--- src/design/srlp_pkg.sv ---
// ----------------------------------------------------------------------------
// srlp_pkg: shared types and constants of the SMTP reply line parser
// Holds the character codes, the line offsets, the phase and status codes and
// the structs that carry parser state and one result between modules.
// ----------------------------------------------------------------------------
package srlp_pkg;

   // Field widths.
   localparam int ByteWidth   = 8;
   localparam int CodeWidth   = 10;
   localparam int StatusWidth = 3;
   localparam int CountWidth  = 16;
   localparam int OffsetWidth = 3;

   // Characters that the line syntax depends on.
   localparam logic [ByteWidth-1:0] CharSpace = 8'h20;
   localparam logic [ByteWidth-1:0] CharCr    = 8'h0D;
   localparam logic [ByteWidth-1:0] CharLf    = 8'h0A;
   localparam logic [ByteWidth-1:0] CharZero  = 8'h30;
   localparam logic [ByteWidth-1:0] CharNine  = 8'h39;

   // Offsets within a line. The offset saturates at OffsetSat.
   localparam logic [OffsetWidth-1:0] CodeDigits = 3'd3;
   localparam logic [OffsetWidth-1:0] TextStart  = 3'd4;
   localparam logic [OffsetWidth-1:0] OffsetSat  = 3'd5;

   localparam logic [CountWidth-1:0] CountMax = {CountWidth{1'b1}};

   // Parser phase.
   typedef enum logic [1:0] {
      PH_PARSE = 2'd0,
      PH_DONE  = 2'd1,
      PH_ERROR = 2'd2
   } srlp_phase_type;

   // Status codes reported with each result.
   typedef enum logic [StatusWidth-1:0] {
      ST_BUSY     = 3'd0,
      ST_COMPLETE = 3'd1,
      ST_ERROR    = 3'd2,
      ST_NO_FINAL = 3'd3,
      ST_IGNORED  = 3'd4
   } srlp_status_type;

   // Parser state carried from one request to the next.
   typedef struct packed {
      logic [OffsetWidth-1:0] line_offset;
      logic [CodeWidth-1:0]   code_accum;
      logic                   final_line_flag;
      logic [ByteWidth-1:0]   held_byte;
      srlp_phase_type         phase;
      logic [CountWidth-1:0]  byte_count;
   } srlp_state_type;

   localparam srlp_state_type StateReset = '{
      line_offset:     '0,
      code_accum:      '0,
      final_line_flag: 1'b0,
      held_byte:       '0,
      phase:           PH_PARSE,
      byte_count:      '0
   };

   // One result.
   typedef struct packed {
      logic [ByteWidth-1:0]  out_byte;
      logic                  out_valid;
      logic                  line_done;
      logic                  line_is_last;
      logic [CodeWidth-1:0]  reply_code;
      srlp_status_type       status;
      logic [CountWidth-1:0] consumed;
   } srlp_result_type;

endpackage

--- src/design/srlp_if.sv ---
// ----------------------------------------------------------------------------
// srlp_if: request and response channels of the SMTP reply line parser
// Valid/ready channels; a request or response moves at a rising clock edge at
// which valid and ready are both high.
// ----------------------------------------------------------------------------
interface srlp_req_if import srlp_pkg::*; ();
   logic                 valid;
   logic                 ready;
   logic [ByteWidth-1:0] text_byte;
   logic                 buffer_end;

   modport source (output valid, output text_byte, output buffer_end, input ready);
   modport sink   (input valid, input text_byte, input buffer_end, output ready);
endinterface

interface srlp_rsp_if import srlp_pkg::*; ();
   logic                   valid;
   logic                   ready;
   logic [ByteWidth-1:0]   out_byte;
   logic                   out_valid;
   logic                   line_done;
   logic                   line_is_last;
   logic [CodeWidth-1:0]   reply_code;
   logic [StatusWidth-1:0] status;
   logic [CountWidth-1:0]  consumed;

   modport source (output valid, output out_byte, output out_valid, output line_done,
                   output line_is_last, output reply_code, output status,
                   output consumed, input ready);
   modport sink   (input valid, input out_byte, input out_valid, input line_done,
                   input line_is_last, input reply_code, input status,
                   input consumed, output ready);
endinterface

--- src/design/srlp_step.sv ---
// ----------------------------------------------------------------------------
// srlp_step: per-byte parser logic
// From the current state and one request byte, computes the next state and
// the result for that byte. Purely combinational.
// ----------------------------------------------------------------------------
module srlp_step import srlp_pkg::*; (
   input  srlp_state_type       cur_state,
   input  logic [ByteWidth-1:0] text_byte,
   input  logic                 buffer_end,
   output srlp_state_type       nxt_state,
   output srlp_result_type      result
);

   logic                 is_digit;
   logic                 crlf_seen;
   logic [CodeWidth+3:0] code_times_ten;

   assign is_digit  = text_byte inside {[CharZero:CharNine]};
   assign crlf_seen = (cur_state.held_byte == CharCr) && (text_byte == CharLf);

   // Code times ten plus the new digit, done as two shifts and adds.
   assign code_times_ten = {1'b0, cur_state.code_accum, 3'b000}
                         + {3'b000, cur_state.code_accum, 1'b0}
                         + {{(CodeWidth+4-4){1'b0}}, text_byte[3:0]};

   // Next state and result.
   always_comb begin
      logic err;
      err       = 1'b0;
      nxt_state = cur_state;
      result    = '0;
      result.status = ST_BUSY;

      if (cur_state.phase != PH_PARSE) begin
         result.status = ST_IGNORED;
      end else begin
         if (cur_state.byte_count != CountMax) begin
            nxt_state.byte_count = cur_state.byte_count + 1'b1;
         end

         if (cur_state.line_offset < CodeDigits) begin
            // Reply code digits.
            if (is_digit) begin
               nxt_state.code_accum  = code_times_ten[CodeWidth-1:0];
               nxt_state.line_offset = cur_state.line_offset + 1'b1;
               err = buffer_end;
            end else begin
               err = 1'b1;
            end
         end else if (cur_state.line_offset == CodeDigits) begin
            // Separator: a space marks the final line.
            nxt_state.final_line_flag = (text_byte == CharSpace);
            nxt_state.held_byte       = text_byte;
            nxt_state.line_offset     = TextStart;
            err = buffer_end;
         end else if (cur_state.line_offset == TextStart) begin
            // A buffer ending in digits, CR, LF is a final line with no text.
            if (buffer_end) begin
               if (crlf_seen) begin
                  result.line_done    = 1'b1;
                  result.line_is_last = 1'b1;
                  result.reply_code   = cur_state.code_accum;
                  result.status       = ST_COMPLETE;
                  nxt_state.phase     = PH_DONE;
               end else begin
                  err = 1'b1;
               end
            end else begin
               nxt_state.held_byte   = text_byte;
               nxt_state.line_offset = OffsetSat;
            end
         end else begin
            // Text: the held byte goes out unless it opens the line end.
            if (crlf_seen) begin
               result.line_done = 1'b1;
               if (cur_state.final_line_flag) begin
                  result.line_is_last = 1'b1;
                  result.reply_code   = cur_state.code_accum;
                  result.status       = ST_COMPLETE;
                  nxt_state.phase     = PH_DONE;
               end else begin
                  nxt_state.line_offset     = '0;
                  nxt_state.code_accum      = '0;
                  nxt_state.final_line_flag = 1'b0;
                  nxt_state.held_byte       = '0;
                  if (buffer_end) begin
                     result.status = ST_NO_FINAL;
                  end
               end
            end else begin
               result.out_byte     = cur_state.held_byte;
               result.out_valid    = 1'b1;
               nxt_state.held_byte = text_byte;
               err = buffer_end;
            end
         end

         if (err) begin
            result.status   = ST_ERROR;
            nxt_state.phase = PH_ERROR;
         end
      end

      result.consumed = nxt_state.byte_count;

      // The last byte of a buffer returns the parser to its reset state.
      if (buffer_end) begin
         nxt_state = StateReset;
      end
   end

endmodule

--- src/design/smtp_reply_line_parser.sv ---
// ----------------------------------------------------------------------------
// smtp_reply_line_parser: SMTP reply line parser, top level
// Parses a reply buffer one byte per request and returns one response per
// request, with text bytes, line completion, the final reply code and status.
// ----------------------------------------------------------------------------
// The parser takes one byte of the reply buffer in every unstalled cycle and
// returns its response in the cycle after the request is taken. All per-byte
// work is done between the parser state registers and the response register,
// so a new request is taken whenever the response register is empty or its
// response is being taken in the same cycle; a stalled response channel
// stalls requests only once that register holds an untaken response. Text
// bytes appear one request late, since a CR is held until the next byte
// shows whether it ends the line. After the request that carries
// buffer_end, the parser is back in its reset state for the next buffer.
module smtp_reply_line_parser import srlp_pkg::*; (
   input logic            clock,
   input logic            reset,
   srlp_req_if.sink       req_bus,
   srlp_rsp_if.source     rsp_bus
);

   srlp_state_type  state_ff;
   srlp_state_type  state_in;
   srlp_result_type result_ff;
   srlp_result_type result_in;
   logic            rsp_valid_ff;
   logic            req_accept;

   // Request handshake: the response register parts the two sides.
   assign req_bus.ready = !rsp_valid_ff || rsp_bus.ready;
   assign req_accept    = req_bus.valid && req_bus.ready;

   srlp_step u_step (
      .cur_state  (state_ff),
      .text_byte  (req_bus.text_byte),
      .buffer_end (req_bus.buffer_end),
      .nxt_state  (state_in),
      .result     (result_in)
   );

   // Parser state and response valid.
   always_ff @(posedge clock) begin
      if (reset) begin
         state_ff     <= StateReset;
         rsp_valid_ff <= 1'b0;
      end else if (req_accept) begin
         state_ff     <= state_in;
         rsp_valid_ff <= 1'b1;
      end else if (rsp_bus.ready) begin
         rsp_valid_ff <= 1'b0;
      end
   end

   // Response payload.
   always_ff @(posedge clock) begin
      if (req_accept) begin
         result_ff <= result_in;
      end
   end

   assign rsp_bus.valid        = rsp_valid_ff;
   assign rsp_bus.out_byte     = result_ff.out_byte;
   assign rsp_bus.out_valid    = result_ff.out_valid;
   assign rsp_bus.line_done    = result_ff.line_done;
   assign rsp_bus.line_is_last = result_ff.line_is_last;
   assign rsp_bus.reply_code   = result_ff.reply_code;
   assign rsp_bus.status       = result_ff.status;
   assign rsp_bus.consumed     = result_ff.consumed;

`ifndef SYNTH
   // The line offset never passes its saturation point.
   a_offset_range: assert property (@(posedge clock) disable iff (reset)
      state_ff.line_offset <= OffsetSat)
      else $error("line offset beyond saturation");

   // The end of a buffer returns the consumed count to zero and the phase to parse.
   a_end_clears: assert property (@(posedge clock) disable iff (reset)
      req_accept && req_bus.buffer_end |=> state_ff.byte_count == '0
                                          && state_ff.phase == PH_PARSE)
      else $error("state not cleared after end of buffer");

   // A request taken after completion or an error is reported as ignored.
   a_ignored: assert property (@(posedge clock) disable iff (reset)
      req_accept && state_ff.phase != PH_PARSE |=> result_ff.status == ST_IGNORED)
      else $error("request after completion not ignored");

   // A final line always reports completion.
   a_last_complete: assert property (@(posedge clock) disable iff (reset)
      rsp_valid_ff && result_ff.line_is_last |->
         result_ff.line_done && result_ff.status == ST_COMPLETE)
      else $error("final line without completion");

   // Text bytes only come out while busy or on the error byte.
   a_text_status: assert property (@(posedge clock) disable iff (reset)
      rsp_valid_ff && result_ff.out_valid |->
         result_ff.status == ST_BUSY || result_ff.status == ST_ERROR)
      else $error("text byte with unexpected status");
`endif

endmodule

--- src/flat_wrapper.sv ---
// flat-port wrapper written by rule: the top's interface ports become plain ports
module smtp_reply_line_parser_flat import srlp_pkg::*;
  (clock, reset, req_bus_valid, req_bus_text_byte, req_bus_buffer_end, req_bus_ready, rsp_bus_valid, rsp_bus_out_byte, rsp_bus_out_valid, rsp_bus_line_done, rsp_bus_line_is_last, rsp_bus_reply_code, rsp_bus_status, rsp_bus_consumed, rsp_bus_ready);
  srlp_req_if req_bus_i ();
  srlp_rsp_if rsp_bus_i ();
  input logic clock;
  input logic reset;
  input wire logic [$bits(req_bus_i.valid)-1:0] req_bus_valid;
  input wire logic [$bits(req_bus_i.text_byte)-1:0] req_bus_text_byte;
  input wire logic [$bits(req_bus_i.buffer_end)-1:0] req_bus_buffer_end;
  output wire logic [$bits(req_bus_i.ready)-1:0] req_bus_ready;
  output wire logic [$bits(rsp_bus_i.valid)-1:0] rsp_bus_valid;
  output wire logic [$bits(rsp_bus_i.out_byte)-1:0] rsp_bus_out_byte;
  output wire logic [$bits(rsp_bus_i.out_valid)-1:0] rsp_bus_out_valid;
  output wire logic [$bits(rsp_bus_i.line_done)-1:0] rsp_bus_line_done;
  output wire logic [$bits(rsp_bus_i.line_is_last)-1:0] rsp_bus_line_is_last;
  output wire logic [$bits(rsp_bus_i.reply_code)-1:0] rsp_bus_reply_code;
  output wire logic [$bits(rsp_bus_i.status)-1:0] rsp_bus_status;
  output wire logic [$bits(rsp_bus_i.consumed)-1:0] rsp_bus_consumed;
  input wire logic [$bits(rsp_bus_i.ready)-1:0] rsp_bus_ready;
  assign req_bus_i.valid = req_bus_valid;
  assign req_bus_i.text_byte = req_bus_text_byte;
  assign req_bus_i.buffer_end = req_bus_buffer_end;
  assign req_bus_ready = req_bus_i.ready;
  assign rsp_bus_valid = rsp_bus_i.valid;
  assign rsp_bus_out_byte = rsp_bus_i.out_byte;
  assign rsp_bus_out_valid = rsp_bus_i.out_valid;
  assign rsp_bus_line_done = rsp_bus_i.line_done;
  assign rsp_bus_line_is_last = rsp_bus_i.line_is_last;
  assign rsp_bus_reply_code = rsp_bus_i.reply_code;
  assign rsp_bus_status = rsp_bus_i.status;
  assign rsp_bus_consumed = rsp_bus_i.consumed;
  assign rsp_bus_i.ready = rsp_bus_ready;
  smtp_reply_line_parser u_core (.clock(clock), .reset(reset), .req_bus(req_bus_i), .rsp_bus(rsp_bus_i));
endmodule
--- config.mk ---
export PLATFORM = sky130hd
export DESIGN_NAME = smtp_reply_line_parser_flat
export DESIGN_NICKNAME = d
export VERILOG_FILES = /design/src/design/srlp_pkg.sv /design/src/design/srlp_if.sv /design/src/design/srlp_step.sv /design/src/design/smtp_reply_line_parser.sv /design/src/flat_wrapper.sv
export SDC_FILE = /design/constraint.sdc
export NUM_CORES = 1
export LEC_CHECK = 0
export ABC_CLOCK_PERIOD_IN_PS = 6700
export BUFFER_PORTS_ARGS = -buffer_cell sky130_fd_sc_hd__buf_2
export CAP_MARGIN = 20
export CORE_MARGIN = 10
export CORE_UTILIZATION = 55
export CTS_CLUSTER_SIZE = 20
export DETAILED_ROUTE_END_ITERATION = 8
export PLACE_DENSITY = 0.76
export SLEW_MARGIN = 15
export SYNTH_ARGS = -nofsm -noshare
export SYNTH_HDL_FRONTEND = slang
export SYNTH_SLANG_ARGS = --single-unit
--- constraint.sdc ---
create_clock -name clock -period 6.7 [get_ports clock]
set_clock_uncertainty 0.05 [all_clocks]
set_input_delay 1.34 -clock clock [delete_from_list [all_inputs] [get_ports clock]]
set_output_delay 1.34 -clock clock [all_outputs]
set_load 0.1 [all_outputs]
==> results of run 1 <==
-- metal layers --
layer	global-route usage	part of all wire	up-vias
met3	0.04997	0.081	20
met2	0.2500	0.46	123
met4	0.06584	0.022	0
li1	-	-	1642
met5	0	0	-
met1	0.2138	0.43	1637
-- state kept, by name, summed over array words and instances (netlist names) --
signal	flops
u_core.rsp_bus.reply_code	10
u_core.rsp_bus.line_is_last	1
u_core.rsp_bus.out_valid	1
u_core.rsp_bus.line_done	1
u_core.rsp_bus.out_byte	8
u_core.rsp_bus.consumed	16
u_core.rsp_bus.status	3
u_core.state_ff	40
u_core.rsp_bus.valid	1
-- cells in the final DEF (no fill, tap or decap), types with 4 or more instances in the layout --
cell,instances
or4_1,4
o41ai_1,4
nand2b_1,6
inv_1,13
nor4_1,6
nor2_1,25
xor2_1,6
nor3_1,11
o21ai_0,10
nand2_1,38
nand3_1,10
and2_1,21
a31o_2,4
a211o_1,4
nand4_1,6
a211oi_1,4
o21a_1,4
a22o_1,8
clkbuf_8,9
xnor2_1,8
dfxtp_1,41
edfxtp_1,40
a21oi_1,21
mux2i_1,9
ha_1,18
buf_2,54
or3_1,8
-- worst max-delay path: cells and delay by family --
family	cells	cell delay (ns)
buffers and inverters	2	0.53
and+or+nand+nor	1	0.17
-- through the flow --
stage	setup WS, ns	util
after floorplan	2.107	-
after global placement	2.613	0.6041
after detailed placement	2.512	0.6041
after CTS	2.859	0.6280
after global routing	3.127	0.6306
final	3.265	0.6306
-- area by class of cell --
| type | count | area share |
|---|---|---|
| Sequential cell | 81 | 0.4215 |
| Tap cell | 102 | 0.02660 |
| Inverter | 17 | 0.01330 |
| Timing Repair Buffer | 56 | 0.06103 |
| Clock buffer | 12 | 0.02817 |
| Multi-Input combinational cell | 297 | 0.4397 |
| Clock inverter | 4 | 0.009650 |
-- worst max-delay path by stage --
stage	endpoint	depth (start not counted)
2_1_floorplan	u_core.state_ff[2]$_SDFFE_PP0P_	6
3_3_place_gp	u_core.state_ff[2]$_SDFFE_PP0P_	7
3_5_place_dp	u_core.state_ff[5]$_SDFFE_PP0P_	7
5_1_grt	u_core.state_ff[2]$_SDFFE_PP0P_	7
4_1_cts	u_core.state_ff[2]$_SDFFE_PP0P_	7
6_report	req_bus_ready	3
-- cell families after synthesis --
| family | count (synthesis) | share of synthesized area |
|---|---|---|
| AO/OA/AOI/OAI | 89 | 0.1561 |
| XOR/XNOR | 14 | 0.02882 |
| adder cells (fa/ha/maj) | 20 | 0.06234 |
| buffers and inverters | 33 | 0.03028 |
| flip-flops | 81 | 0.4752 |
| multiplexers | 13 | 0.03176 |
| AND/OR/NAND/NOR | 161 | 0.2155 |
-- report_power, final --
| part | internal (W) | total (W) | leakage, nW | switching [W] |
|---|---|---|---|---|
| combinational | 0.0000260 | 0.000160 | 1.08 | 0.000134 |
| clock | 0.000171 | 0.000339 | 0.0880 | 0.000168 |
| sequential | 0.000534 | 0.000540 | 0.733 | 0.00000598 |
==> results.cfg, run 1 <==
[cts]
cts_tree = built
postCtsHoldBufs = 0
post-cts-setup-buffer-count = 0
clk_pin_slew_worst_paths_ns = 0.08
cts_resized = 0
clk_latency_ns = 0.36
cts_made_buffers = 9
clock_path_buffers = 2
root_buffer = clkbuf_8
cts.sinks = 81
h-tree-depth = 3

[setup_path]
cp_data_arrival_time_ns = 2.05
crit_start = rsp_bus_ready
required_ns = 5.31
slowest_stage = buf_2
end_kind = output pin
start_kind = input pin
crit_chain = buf_2 > nand2b_1 > buf_2
r2r_slack_ns = 4.09
worst_path_most_repeated_cell = buf_2
slowest_delay_ns = 0.46
r2r_start = u_core.state_ff[27]$_SDFFE_PP0P_
crit_type = input pin to output pin
rr_endpoint = u_core.state_ff[36]$_SDFFE_PP0P_
r2r_cells = 9
path_max_fanout = 5

[synthesis]
yosys-top-cells-area = edfxtp_1 28%, dfxtp_1 19%, ha_1 5.3%
synth_edf_count = 40
synth_top_cell_by_area = edfxtp_1
async_reset_ff_frac = 0
yosys-top-cells-count = 41 x dfxtp_1, 40 x edfxtp_1, 38 x nand2_1
synth_top_area_frac = 0.2823
synth_most_common_cell = dfxtp_1
syn-num-nets = 444
synth.yosys.seq_area_share = 0.4752
yosysWarnings = 0
ys_seq_elements = 81
syn_avg_cell_area_sq_um = 10.35
yosysUniqueCellTypes = 73
postSynthCellCount = 411
syn_area_sq_um = 4255
synth_ff_type = dfxtp_1

[power]
powerDensity_nw_per_um2 = 216.6
power.leakage_nw = 1.905
peakVddDrop_mv = 0.1304
finalPower_w = 0.001039

[sta]
hold_viol_final = 0
setup_tns_ns = 0
setup_violations = 0
rsz0062_at_grt = no
period_minus_slack_ns = 3.435
period_share = 0.5127
maxSlewViolCount = 0
tightest_slew_ns = 0.8661
holdWs_ns = 0.4245
fmax_ghz = 0.2911
timing.slew.headroom = 0.4226

[die]
start_util = 0.5594
io_pins = 55
fp.coreArea_sq_um = 7607
fp.dieW_microns = 108.0
die_height_microns = 108.0
die-area_sq_um = 11660
core.rowCount = 32

[finish]
syn_to_final_growth_pct = 12.73
stdcell_area_sq_um = 4797
nNetsFinal = 495
regArea_sq_um = 2022
drive_gt1_frac = 0.1927
multi_input_area_sq_um = 2110
finalNonFillerCells = 569
num-fill-cells = 609
antenna_cells = 0

[place]
postPlaceCellArea_sq_um = 4596
port_buffers = 54
gp_congestion = 0.8825
dp_hpwl_microns = 6929
placed_cells = 552

[worst_hold_path]
hp-start = u_core.state_ff[20]$_SDFFE_PP0P_
whs_endpoint = u_core.state_ff[20]$_SDFFE_PP0P_
min_path_type = register to register
min_delay_path_depth = 2

[global_route]
track_usage = 0.1643
grt_first_pass_wirelength_microns = 15590
grt_pass1_vias = 3195
antenna_found_initial = 0
grt_start_max_net_pins = 31
grt-ovfl-total = 0

[drt]
post-route-drc-count = 0
first_iter_violations = 328
wl_per_cell_microns = 17.07
vias_per_cell = 6.014
vias = 3422
firstDrtPassIters = 5
drt.antenna.violating_nets = 0
wirelength_microns = 9714

[flow_run]
cap_violations = 0

[outcome]
status = complete, no violations
Note: power is estimated with default switching activity, not from simulation.
==> run 2, diff against run 1 <==
Settings changed: ABC_CLOCK_PERIOD_IN_PS 6700 to 3500.
Clock period 6.7 ns to 3.5 ns, I/O delays scaled along.
==> run 2 against run 1 <==
  * Utilization is 0.62 points higher
  * Cell count increased by 0.88%
  * Largest cell class unchanged
  * Via count increased by 0.56%
  * First-iteration DRC count down 12%
  * Count of clock-buffer cells in the layout shrank 2
  * Combinational power grew 94%
==> results.cfg, run 2 (synthesized netlist as in run 1, its figures left out) <==
[sta]
tightest_slew_ns = 0.6378
setup_tns_ns = 0
maxSlewViolCount = 0
setup_violations = 0
rsz0062_at_grt = no
timing.slew.headroom = 0.5712
period_minus_slack_ns = 2.595
holdWs_ns = 0.4273
period_share = 0.7415
fmax_ghz = 0.3853
hold_viol_final = 0

[drt]
wl_per_cell_microns = 16.62
post-route-drc-count = 0
wirelength_microns = 9540
firstDrtPassIters = 6
first_iter_violations = 289
vias = 3441
vias_per_cell = 5.995
drt.antenna.violating_nets = 0

[flow_run]
cap_violations = 0

[place]
port_buffers = 54
placed_cells = 559
dp_hpwl_microns = 6827
gp_congestion = 0.9084

[cts]
cts.sinks = 81
clock_path_buffers = 2
cts_made_buffers = 9
cts_resized = 0
postCtsHoldBufs = 0
root_buffer = clkbuf_8
h-tree-depth = 3
post-cts-setup-buffer-count = 0
clk_latency_ns = 0.36
cts_tree = built
clk_pin_slew_worst_paths_ns = 0.09

[finish]
drive_gt1_frac = 0.2076
final_cell_mix = 54 x buf_2, 41 x dfxtp_1, 40 x edfxtp_1
largest_reg_flops = 40
largest-register = u_core.state_ff
nNetsFinal = 501
syn_to_final_growth_pct = 13.85
num-fill-cells = 635
regArea_sq_um = 2022
multi_input_area_sq_um = 2105
final_common_cell = buf_2
finalNonFillerCells = 574
finish.utilization = 0.6368
antenna_cells = 0

[setup_path]
end_kind = register
start_kind = input pin
path_max_fanout = 4
required_ns = 3.71
cp_data_arrival_time_ns = 2.81
crit_type = input pin to register

[power]
peakVddDrop_mv = 0.1717
power.leakage_nw = 1.944
powerDensity_nw_per_um2 = 415.4

[global_route]
grt_pass1_vias = 3312
grt_first_pass_wirelength_microns = 16050
grt_start_max_net_pins = 38
antenna_found_initial = 0
track_usage = 0.1687
grt-ovfl-total = 0

[die]
fp.dieW_microns = 108.0
die_height_microns = 108.0
core.rowCount = 32
io_pins = 55
fp.coreArea_sq_um = 7607
start_util = 0.5594
die-area_sq_um = 11660

[outcome]
status = complete, no violations

[worst_hold_path]
min_path_type = register to register
-- run 2: layout make-up --
type | count | share of cell area
repair buffers | 62 | 0.07076
clock inverters | 5 | 0.01162
flip-flops and latches | 81 | 0.4174
well taps | 102 | 0.02634
multi-input cells | 297 | 0.4344
inverters | 17 | 0.01317
clock buffers | 10 | 0.02634
-- run 2: report_power, final --
group / internal [W] / leakage [nW] / switching, W
combinational: 0.0000534 / 1.12 / 0.000257
clock: 0.000326 / 0.0925 / 0.000343
sequential: 0.00102 / 0.733 / 0.0000110
total: 0.00140 / 1.94 / 0.000611
-- run 2: layer usage --
layer | routed length (microns) | vias to the layer above | track usage
li1 | - | 1660 | -
met1 | 4213 | 1629 | 0.2189
met2 | 4377 | 129 | 0.2599
met3 | 714 | 23 | 0.04164
met4 | 234 | 0 | 0.07729
met5 | 0 | - | 0
-- run 2: worst max-delay path, cell delays in order --
cell	delay (ns)
buf_2	0.10
inv_1	0.08
fa_1	0.60
inv_1	0.06
ha_1	0.28
a21oi_1	0.18
o211ai_1	0.14
o41ai_1	0.35
xnor2_1	0.12
a22o_1	0.20
-- run 2: final timing paths --
path | to | depth (start not counted) | startpoint | slack [ns]
worst min register to register | u_core.state_ff[23]$_SDFFE_PP0P_ | 2 | u_core.state_ff[23]$_SDFFE_PP0P_ | 0.43
worst min-delay path | u_core.state_ff[23]$_SDFFE_PP0P_ | 2 | u_core.state_ff[23]$_SDFFE_PP0P_ | 0.43
worst max-delay path | u_core.state_ff[36]$_SDFFE_PP0P_ | 10 | req_bus_text_byte[3] | 0.90
worst max register to register | u_core.state_ff[36]$_SDFFE_PP0P_ | 9 | u_core.state_ff[27]$_SDFFE_PP0P_ | 0.99
-- run 2: per-stage QoR --
step / area (sq um) / total power, W / worst slack (ns)
finish: 4845 / 0.002012 / 0.9049
global route: 4845 / 0.002068 / 0.7121
CTS: 4845 / 0.002019 / 0.9041
detailed placement: 4661 / 0.001365 / 0.5439
global placement: 4661 / 0.001363 / 0.5884
floorplan: 4257 / 0.001301 / 0.06616
